===== src/rtl/core/assert_macros.svh =====
// Assertion macros used by the top module of the stop-and-light sequencer.
// No dependencies; take in by `include inside a module body.
`ifndef ASSERT_MACROS_SVH
`define ASSERT_MACROS_SVH

// Check a property on every rising edge outside of reset.
`define SLMS_ASSERT(lbl, clk, rst_n, prop, msg) \
    lbl: assert property (@(posedge clk) disable iff (!rst_n) (prop)) else $error(msg);

// Check that the consequent holds on the next edge after the antecedent, outside of reset.
`define SLMS_ASSERT_NEXT(lbl, clk, rst_n, ante, cons, msg) \
    lbl: assert property (@(posedge clk) disable iff (!rst_n) (ante) |=> (cons)) \
        else $error(msg);

`endif


===== src/rtl/core/slms_pkg.sv =====
// Types and constants of the stop-and-light mode sequencer.
// No dependencies; used by every module of the block.
`timescale 1ns / 1ps

package slms_pkg;

    // Mode codes of the planner
    localparam logic [3:0] MODE_DRIVING      = 4'd0;
    localparam logic [3:0] MODE_TL_NEAR      = 4'd1;
    localparam logic [3:0] MODE_TL_GO        = 4'd2;
    localparam logic [3:0] MODE_TL_WILL_STOP = 4'd3;
    localparam logic [3:0] MODE_TL_SLOW_DOWN = 4'd4;
    localparam logic [3:0] MODE_TL_WAITING   = 4'd5;
    localparam logic [3:0] MODE_ST_NEAR      = 4'd6;
    localparam logic [3:0] MODE_ST_WILL_STOP = 4'd7;
    localparam logic [3:0] MODE_ST_WAITING   = 4'd8;
    localparam logic [3:0] MODE_ST_GO        = 4'd9;

    // Light colour codes
    localparam logic [1:0] COLOUR_UNKNOWN = 2'd0;
    localparam logic [1:0] COLOUR_RED     = 2'd1;
    localparam logic [1:0] COLOUR_YELLOW  = 2'd2;
    localparam logic [1:0] COLOUR_GREEN   = 2'd3;

    // Configuration register indexes
    localparam int unsigned CFG_ADDR_W = 3;
    localparam int unsigned CFG_DATA_W = 32;
    localparam logic [CFG_ADDR_W-1:0] CFG_IGNORE_TRAFFIC_RULES = 3'd0;
    localparam logic [CFG_ADDR_W-1:0] CFG_LEAVE_GO_SPEED       = 3'd1;
    localparam logic [CFG_ADDR_W-1:0] CFG_STANDSTILL_SPEED     = 3'd2;
    localparam logic [CFG_ADDR_W-1:0] CFG_MIN_STOP_LINE_GAP    = 3'd3;
    localparam logic [CFG_ADDR_W-1:0] CFG_STOP_WAIT_MS         = 3'd4;
    localparam logic [CFG_ADDR_W-1:0] CFG_EMERGENCY_EXIT_MS    = 3'd5;
    localparam logic [CFG_ADDR_W-1:0] CFG_STOP_GO_HOLD_MS      = 3'd6;

    // Reset values of the configuration registers
    localparam logic [14:0] RST_LEAVE_GO_SPEED    = 15'd100;
    localparam logic [14:0] RST_STANDSTILL_SPEED  = 15'd10;
    localparam logic [15:0] RST_MIN_STOP_LINE_GAP = 16'd200;
    localparam logic [31:0] RST_STOP_WAIT_MS      = 32'd3000;
    localparam logic [31:0] RST_EMERGENCY_EXIT_MS = 32'd10000;
    localparam logic [31:0] RST_STOP_GO_HOLD_MS   = 32'd2000;

    typedef struct packed {
        logic        ignore_traffic_rules;
        logic [14:0] leave_go_speed;
        logic [14:0] standstill_speed;
        logic [15:0] min_stop_line_gap;
        logic [31:0] stop_wait_ms;
        logic [31:0] emergency_exit_ms;
        logic [31:0] stop_go_hold_ms;
    } t_cfg;

    typedef struct packed {
        logic               light_seen;
        logic               stop_seen;
        logic [1:0]         light_colour;
        logic [15:0]        braking_distance;
        logic signed [15:0] speed;
        logic [15:0]        stop_line_distance;
        logic               crossing_clear;
        logic [31:0]        now_ms;
    } t_in_item;

    typedef struct packed {
        logic [3:0] mode;
        logic       in_light_group;
        logic       in_stop_group;
        logic       mode_changed;
    } t_out_item;

endpackage


===== src/rtl/core/slms_cfg_regs.sv =====
// Configuration register file of the stop-and-light mode sequencer.
// Depends on slms_pkg for the register indexes, reset values and t_cfg.
`timescale 1ns / 1ps

module slms_cfg_regs (
    input  logic                             i_clk,
    input  logic                             i_rst_n,
    input  logic                             i_cfg_wr_en,
    input  logic [slms_pkg::CFG_ADDR_W-1:0]  i_cfg_addr,
    input  logic [slms_pkg::CFG_DATA_W-1:0]  i_cfg_wr_data,
    output slms_pkg::t_cfg                   o_cfg
);
    import slms_pkg::*;

    t_cfg r_cfg;

    // Reset to the defaults, else write the addressed register; unknown indexes are dropped
    always_ff @(posedge i_clk) begin
        if (!i_rst_n) begin
            r_cfg.ignore_traffic_rules <= 1'b0;
            r_cfg.leave_go_speed       <= RST_LEAVE_GO_SPEED;
            r_cfg.standstill_speed     <= RST_STANDSTILL_SPEED;
            r_cfg.min_stop_line_gap    <= RST_MIN_STOP_LINE_GAP;
            r_cfg.stop_wait_ms         <= RST_STOP_WAIT_MS;
            r_cfg.emergency_exit_ms    <= RST_EMERGENCY_EXIT_MS;
            r_cfg.stop_go_hold_ms      <= RST_STOP_GO_HOLD_MS;
        end else if (i_cfg_wr_en) begin
            unique case (i_cfg_addr)
                CFG_IGNORE_TRAFFIC_RULES: r_cfg.ignore_traffic_rules <= i_cfg_wr_data[0];
                CFG_LEAVE_GO_SPEED:       r_cfg.leave_go_speed       <= i_cfg_wr_data[14:0];
                CFG_STANDSTILL_SPEED:     r_cfg.standstill_speed     <= i_cfg_wr_data[14:0];
                CFG_MIN_STOP_LINE_GAP:    r_cfg.min_stop_line_gap    <= i_cfg_wr_data[15:0];
                CFG_STOP_WAIT_MS:         r_cfg.stop_wait_ms         <= i_cfg_wr_data;
                CFG_EMERGENCY_EXIT_MS:    r_cfg.emergency_exit_ms    <= i_cfg_wr_data;
                CFG_STOP_GO_HOLD_MS:      r_cfg.stop_go_hold_ms      <= i_cfg_wr_data;
                default: begin
                end
            endcase
        end
    end

    assign o_cfg = r_cfg;

endmodule


===== src/rtl/core/slms_mode_fsm.sv =====
// Planner mode state machine with its wait timestamps.
// Depends on slms_pkg for mode and colour codes and the item types.
`timescale 1ns / 1ps

module slms_mode_fsm (
    input  logic                i_clk,
    input  logic                i_rst_n,
    input  logic                i_step,
    input  slms_pkg::t_cfg      i_cfg,
    input  slms_pkg::t_in_item  i_item,
    output slms_pkg::t_out_item o_result
);
    import slms_pkg::*;

    typedef enum logic [3:0] {
        S_DRIVING      = MODE_DRIVING,
        S_TL_NEAR      = MODE_TL_NEAR,
        S_TL_GO        = MODE_TL_GO,
        S_TL_WILL_STOP = MODE_TL_WILL_STOP,
        S_TL_SLOW_DOWN = MODE_TL_SLOW_DOWN,
        S_TL_WAITING   = MODE_TL_WAITING,
        S_ST_NEAR      = MODE_ST_NEAR,
        S_ST_WILL_STOP = MODE_ST_WILL_STOP,
        S_ST_WAITING   = MODE_ST_WAITING,
        S_ST_GO        = MODE_ST_GO
    } t_mode;

    t_mode       r_mode, n_mode;
    logic [31:0] r_stop_wait_since, n_stop_wait_since;
    logic [31:0] r_blind_since, n_blind_since;
    logic        r_blind_valid, n_blind_valid;
    logic [31:0] r_go_since, n_go_since;
    logic        r_go_valid, n_go_valid;

    logic               w_line_lt_brake, w_line_le_brake;
    logic               w_line_lt_gap, w_line_le_gap;
    logic               w_fast, w_slow_lt, w_slow_le;
    logic signed [15:0] w_leave_s, w_still_s;
    logic [31:0]        w_stop_wait_el, w_go_el, w_blind_el, w_blind_since_nx;
    logic               w_col_unknown, w_col_red, w_col_yellow, w_col_green;
    logic               w_go_done, w_blind_exit, w_stop_wait_done;

    // Distance and speed compares; thresholds are non-negative signed values
    assign w_leave_s       = $signed({1'b0, i_cfg.leave_go_speed});
    assign w_still_s       = $signed({1'b0, i_cfg.standstill_speed});
    assign w_line_lt_brake = i_item.stop_line_distance <  i_item.braking_distance;
    assign w_line_le_brake = i_item.stop_line_distance <= i_item.braking_distance;
    assign w_line_lt_gap   = i_item.stop_line_distance <  i_cfg.min_stop_line_gap;
    assign w_line_le_gap   = i_item.stop_line_distance <= i_cfg.min_stop_line_gap;
    assign w_fast          = i_item.speed >  w_leave_s;
    assign w_slow_lt       = i_item.speed <  w_still_s;
    assign w_slow_le       = i_item.speed <= w_still_s;

    assign w_col_unknown = i_item.light_colour == COLOUR_UNKNOWN;
    assign w_col_red     = i_item.light_colour == COLOUR_RED;
    assign w_col_yellow  = i_item.light_colour == COLOUR_YELLOW;
    assign w_col_green   = i_item.light_colour == COLOUR_GREEN;

    // Elapsed times, wrapping modulo 2^32
    assign w_stop_wait_el   = i_item.now_ms - r_stop_wait_since;
    assign w_go_el          = i_item.now_ms - r_go_since;
    assign w_stop_wait_done = i_item.crossing_clear && w_slow_le &&
                              (w_stop_wait_el > i_cfg.stop_wait_ms);
    assign w_go_done        = w_fast && r_go_valid && (w_go_el >= i_cfg.stop_go_hold_ms);

    // Blind wait: keep a held start, take now when the colour is unknown and none is held
    assign w_blind_since_nx = (w_col_unknown && !r_blind_valid) ? i_item.now_ms
                                                                : r_blind_since;
    assign w_blind_el       = i_item.now_ms - w_blind_since_nx;
    assign w_blind_exit     = w_col_unknown && i_item.crossing_clear &&
                              (w_blind_el >= i_cfg.emergency_exit_ms);

    // Transition logic for the full and the reduced rule sets
    always_comb begin
        n_mode            = r_mode;
        n_stop_wait_since = r_stop_wait_since;
        n_blind_since     = r_blind_since;
        n_blind_valid     = r_blind_valid;
        n_go_since        = r_go_since;
        n_go_valid        = r_go_valid;
        if (!i_cfg.ignore_traffic_rules) begin
            unique case (r_mode)
                S_DRIVING: begin
                    if (i_item.light_seen)     n_mode = S_TL_NEAR;
                    else if (i_item.stop_seen) n_mode = S_ST_NEAR;
                end
                S_TL_NEAR: begin
                    if (w_col_green && w_line_lt_brake)              n_mode = S_TL_GO;
                    else if (w_col_red && w_line_lt_brake)           n_mode = S_TL_WILL_STOP;
                    else if (w_col_red)                              n_mode = S_TL_SLOW_DOWN;
                    else if (w_col_yellow)                           n_mode = S_TL_WILL_STOP;
                    else if (i_item.stop_seen && w_col_unknown)      n_mode = S_DRIVING;
                end
                S_TL_GO: begin
                    if (w_fast && (w_col_unknown || w_col_red)) n_mode = S_DRIVING;
                end
                S_TL_WILL_STOP: begin
                    if (w_col_green)                       n_mode = S_TL_GO;
                    else if (w_line_lt_gap || w_slow_lt)   n_mode = S_TL_WAITING;
                end
                S_TL_SLOW_DOWN: begin
                    if (w_col_green)                         n_mode = S_TL_GO;
                    else if (w_col_red && w_line_le_brake)   n_mode = S_TL_WILL_STOP;
                end
                S_TL_WAITING: begin
                    n_blind_since = w_blind_since_nx;
                    n_blind_valid = w_col_unknown;
                    if (w_col_green || w_blind_exit) n_mode = S_TL_GO;
                end
                S_ST_NEAR: begin
                    if (w_line_le_brake)        n_mode = S_ST_WILL_STOP;
                    else if (i_item.light_seen) n_mode = S_DRIVING;
                end
                S_ST_WILL_STOP: begin
                    if (w_line_le_gap) begin
                        n_mode            = S_ST_WAITING;
                        n_stop_wait_since = i_item.now_ms;
                    end
                end
                S_ST_WAITING: begin
                    if (w_stop_wait_done) begin
                        n_mode     = S_ST_GO;
                        n_go_since = i_item.now_ms;
                        n_go_valid = 1'b1;
                    end
                end
                S_ST_GO: begin
                    if (w_go_done) n_mode = S_DRIVING;
                end
                default: begin
                end
            endcase
        end else begin
            unique case (r_mode)
                S_DRIVING: begin
                    if (i_item.light_seen || i_item.stop_seen) n_mode = S_ST_NEAR;
                end
                S_TL_NEAR, S_TL_GO, S_TL_WILL_STOP, S_TL_SLOW_DOWN, S_TL_WAITING: begin
                    n_mode = S_DRIVING;
                end
                S_ST_NEAR: begin
                    if (w_line_le_brake) n_mode = S_ST_WILL_STOP;
                end
                S_ST_WILL_STOP: begin
                    if (w_line_le_gap) n_mode = S_ST_WAITING;
                end
                S_ST_WAITING: begin
                    if (i_item.crossing_clear) begin
                        n_mode     = S_ST_GO;
                        n_go_since = i_item.now_ms;
                        n_go_valid = 1'b1;
                    end
                end
                S_ST_GO: begin
                    if (w_go_done) n_mode = S_DRIVING;
                end
                default: begin
                end
            endcase
        end
    end

    // Advance the mode and timestamps once per processed transaction
    always_ff @(posedge i_clk) begin
        if (!i_rst_n) begin
            r_mode            <= S_DRIVING;
            r_stop_wait_since <= '0;
            r_blind_since     <= '0;
            r_blind_valid     <= 1'b0;
            r_go_since        <= '0;
            r_go_valid        <= 1'b0;
        end else if (i_step) begin
            r_mode            <= n_mode;
            r_stop_wait_since <= n_stop_wait_since;
            r_blind_since     <= n_blind_since;
            r_blind_valid     <= n_blind_valid;
            r_go_since        <= n_go_since;
            r_go_valid        <= n_go_valid;
        end
    end

    // Result of this transaction
    assign o_result.mode           = n_mode;
    assign o_result.in_light_group = !i_cfg.ignore_traffic_rules &&
                                     (n_mode >= S_TL_NEAR) && (n_mode <= S_TL_WAITING);
    assign o_result.in_stop_group  = (n_mode >= S_ST_NEAR) && (n_mode <= S_ST_GO);
    assign o_result.mode_changed   = n_mode != r_mode;

endmodule


===== src/rtl/core/stop_and_light_mode_sequencer.sv =====
// The input register takes a transaction at the edge that accepts it; the mode update and
// the result register take it from there once the result slot is free, and a full result
// stage holds it in the input register. Throughput: one transaction per cycle while the
// output is not stalled; the input register takes one more transaction while a finished
// result waits for i_out_ready. Reset (synchronous, active low): mode DRIVING, timestamps
// zero, wait starts invalid, configuration at defaults, both stages empty.
`timescale 1ns / 1ps

module stop_and_light_mode_sequencer (
    input  logic                             i_clk,
    input  logic                             i_rst_n,
    input  logic                             i_cfg_wr_en,
    input  logic [slms_pkg::CFG_ADDR_W-1:0]  i_cfg_addr,
    input  logic [slms_pkg::CFG_DATA_W-1:0]  i_cfg_wr_data,
    input  logic                             i_in_valid,
    output logic                             o_in_ready,
    input  slms_pkg::t_in_item               i_in_data,
    output logic                             o_out_valid,
    input  logic                             i_out_ready,
    output slms_pkg::t_out_item              o_out_data
);
    import slms_pkg::*;
    `include "assert_macros.svh"

    t_cfg      w_cfg;
    t_in_item  r_in_item;
    logic      r_in_valid;
    t_out_item r_out_item;
    logic      r_out_valid;
    t_out_item w_result;
    logic      w_advance;

    // Configuration registers
    slms_cfg_regs u_cfg (
        .i_clk         (i_clk),
        .i_rst_n       (i_rst_n),
        .i_cfg_wr_en   (i_cfg_wr_en),
        .i_cfg_addr    (i_cfg_addr),
        .i_cfg_wr_data (i_cfg_wr_data),
        .o_cfg         (w_cfg)
    );

    // Mode update works on the registered input transaction
    slms_mode_fsm u_fsm (
        .i_clk    (i_clk),
        .i_rst_n  (i_rst_n),
        .i_step   (w_advance),
        .i_cfg    (w_cfg),
        .i_item   (r_in_item),
        .o_result (w_result)
    );

    // Move the input stage into the result stage when the result slot frees up
    assign w_advance  = r_in_valid && (!r_out_valid || i_out_ready);
    assign o_in_ready = !r_in_valid || w_advance;

    // Stage valid flags
    always_ff @(posedge i_clk) begin
        if (!i_rst_n) begin
            r_in_valid  <= 1'b0;
            r_out_valid <= 1'b0;
        end else begin
            if (o_in_ready) r_in_valid <= i_in_valid;
            if (w_advance) begin
                r_out_valid <= 1'b1;
            end else if (i_out_ready) begin
                r_out_valid <= 1'b0;
            end
        end
    end

    // Stage payloads
    always_ff @(posedge i_clk) begin
        if (i_in_valid && o_in_ready) r_in_item  <= i_in_data;
        if (w_advance)                r_out_item <= w_result;
    end

    assign o_out_valid = r_out_valid;
    assign o_out_data  = r_out_item;

    `SLMS_ASSERT_NEXT(a_advance_fills_out, i_clk, i_rst_n, w_advance, r_out_valid,
        "processed transaction did not reach the result stage")
    `SLMS_ASSERT_NEXT(a_input_held, i_clk, i_rst_n, r_in_valid && !w_advance,
        r_in_valid && $stable(r_in_item), "waiting input transaction was lost")
    `SLMS_ASSERT(a_groups_exclusive, i_clk, i_rst_n,
        !(r_out_valid && r_out_item.in_light_group && r_out_item.in_stop_group),
        "result is in both the light and the stop group")
    `SLMS_ASSERT(a_stop_group_mode, i_clk, i_rst_n,
        !(r_out_valid && r_out_item.in_stop_group) ||
        (r_out_item.mode >= MODE_ST_NEAR && r_out_item.mode <= MODE_ST_GO),
        "stop group flag disagrees with mode")

endmodule


===== config.mk =====
export PLATFORM = sky130hd
export DESIGN_NAME = stop_and_light_mode_sequencer
export DESIGN_NICKNAME = d
export VERILOG_FILES = /design/src/rtl/core/slms_pkg.sv /design/src/rtl/core/slms_cfg_regs.sv /design/src/rtl/core/slms_mode_fsm.sv /design/src/rtl/core/stop_and_light_mode_sequencer.sv
export VERILOG_INCLUDE_DIRS = /design/src /design/src/rtl/core
export SDC_FILE = /design/constraint.sdc
export NUM_CORES = 1
export LEC_CHECK = 0
export ABC_AREA = 1
export BUFFER_PORTS_ARGS = -buffer_cell sky130_fd_sc_hd__buf_2
export CAP_MARGIN = 5
export CORE_AREA = 2 2 187 189
export DETAILED_ROUTE_END_ITERATION = 16
export DIE_AREA = 0 0 189 191
export HOLD_SLACK_MARGIN = 0.15
export PLACE_DENSITY_LB_ADDON = 0.1
export SLEW_MARGIN = 30
export SYNTH_ARGS = -nofsm -noshare
export SYNTH_HDL_FRONTEND = slang
export SYNTH_SLANG_ARGS = --single-unit

===== constraint.sdc =====
create_clock -name i_clk -period 5.1 [get_ports i_clk]
set_input_delay 0.51 -clock i_clk [delete_from_list [all_inputs] [get_ports i_clk]]
set_output_delay 0.51 -clock i_clk [all_outputs]
set_load 0.05 [all_outputs]

Word level (Yosys, flattened, before mapping):

Index checks and enable logic that the tools add are counted.

* bits in registers: 339
* input bits: 125
* output and inout bits: 9
* logic and storage cells: 145

* add/sub/neg operators: 3
* magnitude comparators: 14
* equality and inequality tests: 20
* mux-type cells: 37
* bitwise gates (word level): 1
* reduce and logical (&&, ||, !) cells: 43

Operators with widths (number)
* $mux W32: 6
* $sub A32 B32 Y32: 3
* $mux W4: 22
* $ge A32 B32 Y1: 2
* $le A16 B16 Y1: 3
* $lt A16 B16 Y1: 3
* $pmux W4 S10: 1
* $gt A32 B32 Y1: 1
* $pmux W4 S6: 1
* $logic_and A1 B1 Y1: 17
* $eq A4 B3 Y1 const B: 4
* $gt A16 B16 Y1: 1
* $reduce_and A2 Y1: 7
* $eq A3 B3 Y1 const B: 3
* $eq A4 B2 Y1 const B: 2
* $eq A4 B4 Y1 const B: 2
* $reduce_and A4 Y1: 2
* $mux W1: 7
* $eq A3 B2 Y1 const B: 2
* $logic_or A1 B1 Y1: 6
* $reduce_or A5 Y1: 1
* $eq A2 B2 Y1 const B: 2
* $eq A4 B1 Y1 const B: 1
* $ge A4 B1 Y1 const B: 1
* other kinds (14): 18

Logic depth before layout (Yosys ltp):

Gate-level depths: netlist of run 1.

* depth after elaboration: 13
* mapped depth: 42
* mapped depth without buffers: 39

By module:

Synthesis of run 1 repeated with hierarchy kept, for this count alone.

* cell total of the unflattened synthesis: 3027
* area total of the unflattened synthesis: 22152.5 um^2

By module, submodules not included
* slms_mode_fsm: times used 1, cells each 2122, area each 13699.4 um^2, sequential area each 2042.0 um^2
* slms_cfg_regs: times used 1, cells each 800, area each 5595.4 um^2, sequential area each 2862.7 um^2
* stop_and_light_mode_sequencer: times used 1, cells each 105, area each 2857.7 um^2, sequential area each 2802.7 um^2

Least setup slack after synthesis of run 1:

Ideal clock, no wire load.

* path type: flip-flop to flip-flop
* start: register r_in_item[82] (netlist bit)
* end: register r_out_item (netlist bit o_out_data[0]), data pin
* setup time: 0.254 ns
* arrival time: 4.204 ns
* required time: 4.846 ns
* slack: 0.642 ns
* cell stages (with the launch flop): 41
* path buffers: 3
* period minus slack after synthesis: 4.458 ns
* path through: edfxtp_1 nor2_4 nand2_4 buf_6 buf_2 buf_2 o21ai_0 ha_1 inv_1 ha_1 inv_1 nand2_1 nand2_1 nand2_1 a21oi_2 o21ai_2 nand2_1 nand2_1 (+5 left out) nand2_1 ha_1 nand2_1 nor2_1 nor3_1 nand2_1 a21oi_1 nand2_1 nand2_1 nand2_1 a21oi_1 nand3_1 nand2_1 nand2_1 nand2_1 nand2_1 nor2_1 nand2_1

RTL lines
* start, declared: line stop_and_light_mode_sequencer.sv:26 `t_in_item r_in_item;`
* start signal, assigned: line stop_and_light_mode_sequencer.sv:74 `if (i_in_valid && o_in_ready) r_in_item <= i_in_data;`
* end signal, assigned: line stop_and_light_mode_sequencer.sv:75 `if (w_advance) r_out_item <= w_result;`
* end, declared: line stop_and_light_mode_sequencer.sv:28 `t_out_item r_out_item;`

==> results of run 1 <==
sequential cells by signal, summed over array words and instances, names as in the netlist, 4 cells and up:
name and flops:
r_in_item 85, o_out_data 7, u_fsm.r_blind_since 32, u_fsm.r_stop_wait_since 32, u_cfg.o_cfg 143, u_fsm.r_mode 4, u_fsm.r_go_since 32
layout by cell type (no fill, tap or decap), drive strengths merged, types with 3 or more instances in the layout:
master	count
mux2i	24
nand3b	5
a21oi	371
clkinvlp	4
o21bai	5
nand4	18
inv	407
a31oi	23
nor3	32
dlygate4sd3	83
a21boi	14
dfxtp	247
o221ai	4
a211oi	24
buf	172
o21a	13
o21ai	279
xor2	60
a21o	10
nand2	402
nor4	5
xnor2	29
nor2	190
edfxtp	92
o211ai	29
nand3	71
clkbuf	51
a221oi	3
clkinv	11
ha	246
cells by family after synthesis:
kind of cell             Yosys count
AO/OA/AOI/OAI                    779
XOR/XNOR                          89
adder cells (fa/ha/maj)          248
buffers and inverters            483
flip-flops                       339
multiplexers                      24
AND/OR/NAND/NOR                  725
how the worst min path moves through the flow:
stage | slack [ns] | to
3_5_place_dp | 0.44 | u_fsm.r_blind_since[31]
2_1_floorplan | 0.42 | u_fsm.r_blind_since[31]
5_1_grt | 0.20 | r_in_item[1]
3_3_place_gp | 0.44 | u_fsm.r_blind_since[31]
4_1_cts | 0.20 | r_in_item[1]
6_report | 0.23 | r_in_item[1]
per-stage QoR:
stage	area [sq um]	setup WS, ns	cells
global placement	22160	0.2693	3231
floorplan	20940	0.6419	2687
detailed placement	22160	0.1821	3231
global route	24540	-0.02793	3389
CTS	24230	0.1931	3381
finish	24540	0.3037	3389
what timing repair did:
item                                    4_1_cts  5_1_grt
hold buffers                                 83        0
resized for setup                             0       56
buffers inserted                              0        8
endpoints found under the hold margin        83        0
endpoints found under the setup margin        0       12
cell type report:
type | instances | area (sq um) | share of cell area, %
clock buffer | 51 | 1094 | 4.456
clock inverter | 16 | 153.9 | 0.6271
inverter | 408 | 1533 | 6.246
multi-input combinational | 1865 | 11650 | 47.46
sequential | 339 | 7707 | 31.41
tap | 455 | 569.3 | 2.320
timing repair buffer | 255 | 1837 | 7.485
per-layer routing:
metal / wire, microns / vias up / global-route usage (%)
met5: 39 / - / 0
met4: 2041 / 6 / 11.63
met3: 4301 / 134 / 5.599
met2: 26120 / 605 / 51.51
met1: 27560 / 8823 / 46.04
li1: - / 9529 / -
where the power goes:
part	switching [mW]	total, mW	internal (mW)
Combinational	0.908	1.49	0.580
Sequential	0.0755	2.94	2.87
Clock	1.14	2.75	1.62
Total	2.12	7.18	5.06
==> results.py, run 1 <==
metrics = {
    "global_route": {
        "grt_pass1_wl_microns": 93010,
        "grt_pass1_vias": 18020,
        "grt_max_degree": 111,
        "grt_overflow": 0,
        "antenna_found_initial": 4,
        "grt_usage_pct": 32.96,
    },
    "die": {
        "initial_utilization_pct": 61.36,
        "core_sq_um": 34120,
        "rows": 68,
        "die_w_microns": 189,
        "die_h_microns": 191,
        "boundaryPins": 134,
        "die_area_sq_um": 36100,
    },
    "clock_network": {
        "cts.reportedPaths.clkPinSlew_ns": 0.06,
        "clkLatencyLatePin_ns": 0.55,
        "clock_path_buffers": 3,
        "cts_sinks": 339,
        "cts_made_buffers": 38,
        "cts_tree": "done",
        "htreeDepth": 2,
        "cts_root_buffer": "clkbuf_16",
    },
    "drt": {
        "dr_total_vias": 19100,
        "drcViolationCount": 0,
        "wl_per_cell_microns": 17.72,
        "drt_iter0_markers": 1556,
        "via_per_inst": 5.635,
        "drtAntennaViolNets": 0,
        "dr.pass1.iters": 9,
        "wirelength_microns": 60060,
    },
    "yosys": {
        "synth-edff-count": 92,
        "synthMuxAreaShare_pct": 1.147,
        "yosys_most_used_dff": "dfxtp_1",
        "synth-xor-area-share_pct": 3.723,
        "synth_cell_types": 48,
        "synth_top_cell_area_share_pct": 23.62,
        "synthAdderAreaFrac_pct": 14.89,
        "yosys.area.top_type": "dfxtp_1",
        "syn_inst": 2687,
        "synthSimpleGateAreaFrac_pct": 14.44,
        "synth_warnings": 0,
        "synth_top_family_by_area": "compound AO/OA/AOI/OAI gates",
        "synthTopCellsByArea": "dfxtp_1 24%, ha_1 15%, edfxtp_1 13%",
        "syn_area_sq_um": 20940,
        "ys_top_cells_by_count": "401 x inv_1, 393 x nand2_1, 368 x a21oi_1",
        "synth_nets": 3060,
        "avgSynthCellArea_sq_um": 7.792,
        "async_flop_share_pct": 0,
        "synth_compound_area_share_pct": 20.27,
        "synth-seq-cells": 339,
        "yosys.cell_count.top_type": "inv_1",
        "ys_seq_area_share_pct": 36.81,
    },
    "setup_path": {
        "cpMostUsedCell": "nand2_1",
        "r2r_slack_ns": 0.30,
        "reg2regPathDepth": 32,
        "timing.rr.start": "r_in_item[81]",
        "crit_slowest_cell": "edfxtp_1",
        "critPathLaunchType": "register",
        "critical_path_depth": 32,
        "arrival_ns": 5.10,
        "crit_buf_inv": 1,
        "crit_start": "r_in_item[81]",
        "end_kind": "register",
        "critical_path.top_delay_family": "simple AND/OR/NAND/NOR gates",
        "crit_fanout": 21,
        "critical_path_class": "register to register",
        "endpoint": "o_out_data[0]",
        "cpPeakStageDelay_ns": 0.46,
        "rr_endpoint": "o_out_data[0]",
        "worstPathRequired_ns": 5.40,
    },
    "power_and_ir_drop": {
        "leakagePower_nw": 10.62,
        "cellPowerDensity_nw_per_um2": 292.7,
        "p_total_mw": 7.183,
        "ir_drop_v": 0.0003375,
    },
    "placement": {
        "dpl.hpwl_microns": 44320,
        "portBuffers": 133,
        "gp_congestion": 0.9787,
    },
    "cells_and_area": {
        "nets": 3280,
        "fill_cells": 2761,
        "fin_util_pct": 71.93,
        "diodes": 0,
        "drive_gt1_share_pct": 10.70,
        "area_delta_synth_final_pct": 17.21,
    },
    "flow_run": {
        "maxCapViolCount": 0,
    },
    "sta": {
        "slew_headroom_pct": 38.39,
        "setup_viol": 0,
        "hold_viol_final": 0,
        "tightest_slew_ns": 0.9207,
        "max_freq_mhz": 208.5,
        "drv_slew": 0,
        "tns_ns": 0,
        "fin_skew_ns": 0.01915,
        "finalCriticalPeriod_ns": 4.796,
        "fin_crit_sh_pct": 94.04,
        "timing.hold.ws_ns": 0.2279,
    },
    "min_path": {
        "hold_path_depth": 1,
        "min_from": "i_in_data[1]",
        "holdCritPathClass": "input port to register",
    },
    "run_status": {
        "status": "complete, no violations",
    },
}
(Power assumes the default switching activity.)
==> run 2: changes to the inputs <==
--- a/config.mk
+++ b/config.mk
@@ -9,12 +9,13 @@
 export ABC_AREA = 1
 export BUFFER_PORTS_ARGS = -buffer_cell sky130_fd_sc_hd__buf_2
 export CAP_MARGIN = 5
-export CORE_AREA = 2 2 187 189
+export CORE_AREA = 2 2 193 195
 export DETAILED_ROUTE_END_ITERATION = 16
-export DIE_AREA = 0 0 189 191
+export DIE_AREA = 0 0 195 197
 export HOLD_SLACK_MARGIN = 0.15
 export PLACE_DENSITY_LB_ADDON = 0.1
 export SLEW_MARGIN = 30
 export SYNTH_ARGS = -nofsm -noshare
 export SYNTH_HDL_FRONTEND = slang
+export SYNTH_HIERARCHICAL = 1
 export SYNTH_SLANG_ARGS = --single-unit
==> run 2 against run 1 <==
  * Sequential share of layout area down 1.6 points
  * Worst setup slack gained 0.0086 ns
  * Die area up 6.4%
  * Largest power group is now the clock network
==> results.py, run 2 <==
metrics = {
    "placement": {
        "placed_cell_area_sq_um": 23310,
        "place_inst": 3581,
        "dp_slack_ns": 0.1072,
        "dpl.hpwl_microns": 48210,
        "gp_congestion": 0.9740,
        "portBuffers": 133,
    },
    "clock_network": {
        "cts_root_buffer": "clkbuf_16",
        "cts.reportedPaths.clkPinSlew_ns": 0.06,
        "cts_made_buffers": 40,
        "htreeDepth": 2,
        "clkLatencyLatePin_ns": 0.59,
        "cts_tree": "done",
        "clock_path_buffers": 3,
        "cts_sinks": 339,
    },
    "drt": {
        "drcViolationCount": 0,
        "via_per_inst": 5.573,
        "dr.pass1.iters": 6,
        "m1WireLength_microns": 26830,
        "dr_total_vias": 20960,
        "wl_met3_microns": 4085,
        "wirelength_microns": 66670,
        "drtAntennaViolNets": 0,
        "wl_met2_microns": 31260,
        "drt_iter0_markers": 1490,
        "wl_per_cell_microns": 17.72,
        "top_layer_used": "met5",
    },
    "yosys": {
        "synth-seq-cells": 339,
        "yosys.area.top_type": "dfxtp_1",
        "ys_seq_area_share_pct": 34.79,
        "synth-edff-count": 92,
        "yosys.cell_count.top_type": "nand2_1",
        "ys_top_cells_by_count": "555 x nand2_1, 449 x inv_1, 382 x nor2_1",
        "synth_top_cell_area_share_pct": 22.32,
        "synthTopCellsByArea": "dfxtp_1 22%, ha_1 14%, edfxtp_1 12%",
        "synth_cell_types": 56,
        "synth_warnings": 6,
        "syn_inst": 3027,
        "avgSynthCellArea_sq_um": 7.318,
        "synth_nets": 3400,
        "async_flop_share_pct": 0,
        "syn_area_sq_um": 22150,
        "yosys_most_used_dff": "dfxtp_1",
    },
    "flow_run": {
        "maxCapViolCount": 0,
    },
    "setup_path": {
        "reg2regPathDepth": 26,
        "critPathLaunchType": "register",
        "cpPeakStageDelay_ns": 0.48,
        "crit_slowest_cell": "edfxtp_1",
        "crit_fanout": 60,
        "rr_endpoint": "u_fsm/r_go_since[28]",
        "arrival_ns": 5.23,
        "critical_path_class": "register to register",
        "cpMostUsedCell": "nand2_1",
        "end_kind": "register",
        "r2r_slack_ns": 0.31,
        "worstPathRequired_ns": 5.54,
        "timing.rr.start": "r_in_item[2]",
    },
    "global_route": {
        "grt_pass1_wl_microns": 102900,
        "antenna_found_initial": 2,
        "grt_pass1_vias": 20150,
        "grt_overflow": 0,
        "grt_usage_pct": 34.05,
        "grt_max_degree": 126,
    },
    "power_and_ir_drop": {
        "leakagePower_nw": 11.86,
        "cellPowerDensity_nw_per_um2": 292.0,
        "ir_drop_v": 0.0002874,
        "p_total_mw": 7.557,
    },
    "die": {
        "initial_utilization_pct": 61.09,
        "die_area_sq_um": 38420,
        "core_sq_um": 36260,
        "rows": 70,
        "boundaryPins": 134,
        "die_w_microns": 195,
        "die_h_microns": 197,
    },
    "sta": {
        "fin_crit_sh_pct": 93.88,
        "max_freq_mhz": 208.9,
        "drv_slew": 0,
        "slew_headroom_pct": 35.82,
        "tns_ns": 0,
        "fin_skew_ns": 0.03128,
        "setup_viol": 0,
        "setup_slack_ns": 0.3123,
        "tightest_slew_ns": 0.9605,
        "hold_viol_final": 0,
        "finalCriticalPeriod_ns": 4.788,
    },
    "cells_and_area": {
        "layoutNonFillerInstCount": 3762,
        "diodes": 0,
        "nets": 3637,
        "largest_reg_flops": 143,
        "final_cell_mix": "552 x nand2_1, 447 x inv_1, 377 x nor2_1",
        "area_delta_synth_final_pct": 16.82,
        "final_common_cell": "nand2_1",
        "design_area_sq_um": 25880,
        "drive_gt1_share_pct": 10.47,
    },
    "min_path": {
        "holdCritPathClass": "input port to register",
        "hold_path_depth": 3,
        "worstHoldEndpoint": "u_cfg/o_cfg[132]",
        "min_from": "i_cfg_wr_data[5]",
    },
    "run_status": {
        "status": "complete, no violations",
    },
}
==> run 2: logic make-up (layout without fill, tap and decap cells) <==
| group | count (synthesis) | in the layout | share of synthesized area [%] |
|---|---|---|---|
| multiplexers | 24 | 24 | 1.084 |
| AO/OA/AOI/OAI | 548 | 548 | 13.63 |
| XOR/XNOR | 87 | 87 | 3.440 |
| adder cells (fa/ha/maj) | 248 | 248 | 14.08 |
| flip-flops | 339 | 339 | 34.79 |
| buffers and inverters | 545 | 810 | 9.596 |
| AND/OR/NAND/NOR | 1236 | 1238 | 23.38 |
==> run 2: power breakdown <==
group,switching (mW),total [mW],internal [mW]
Sequential,0.0861,2.95,2.87
Combinational,0.996,1.62,0.623
Clock,1.21,2.98,1.78
Total,2.29,7.56,5.27
==> run 2: worst max-delay path, delay by kind of cell (launching register included) <==
kind	cells	cell delay [ns]
DFF	1	0.48
adders and majority gates	2	0.70
AOI/OAI and AO/OA	8	1.34
and+or+nand+nor	13	1.51
buffers and inverters	2	0.42
xor gates and xnor gates	1	0.17
==> run 2: layout make-up <==
type	count	area [sq um]
Fill cell	2947	10380
Sequential cell	339	7707
Inverter	463	1739
Timing Repair Buffer	275	1996
Tap cell	468	585.6
Clock inverter	23	269.0
Multi-Input combinational cell	2145	12500
Clock buffer	49	1086
==> run 2: worst max path at each step <==
stage	from	endpoint	slack, ns	cells after the start
4_1_cts	r_in_item[0]	o_out_data[2]	0.06	29
3_5_place_dp	r_in_item[0]	o_out_data[2]	0.11	29
6_report	r_in_item[2]	u_fsm/r_go_since[28]	0.31	26
3_3_place_gp	r_in_item[81]	o_out_data[0]	0.14	29
2_1_floorplan	r_in_item[82]	o_out_data[2]	0.73	31
5_1_grt	r_in_item[81]	o_out_data[0]	-0.06	33
==> run 2: layer usage <==
layer	vias to the layer above	GRT usage (%)
li1	10380	-
met3	202	5.082
met5	-	0
met1	9645	40.51
met2	732	58.08
met4	4	21.29
==> run 2: per-stage QoR <==
| step | util, % | hold slack [ns] |
|---|---|---|
| 2_1_floorplan | - | 0.4289 |
| 3_3_place_gp | 64.28 | 0.4406 |
| 3_5_place_dp | 64.28 | 0.4510 |
| 4_1_cts | 70.44 | 0.1626 |
| 5_1_grt | 71.37 | 0.1740 |
| 6_report | 71.37 | 0.1810 |
==> run 2: repair_timing <==
item	4_1_cts	5_1_grt
setup endpoints to repair	0	42
hold buffers	88	0
gates resized for setup	0	52
endpoints found under the hold margin	88	0
buffers inserted	0	19
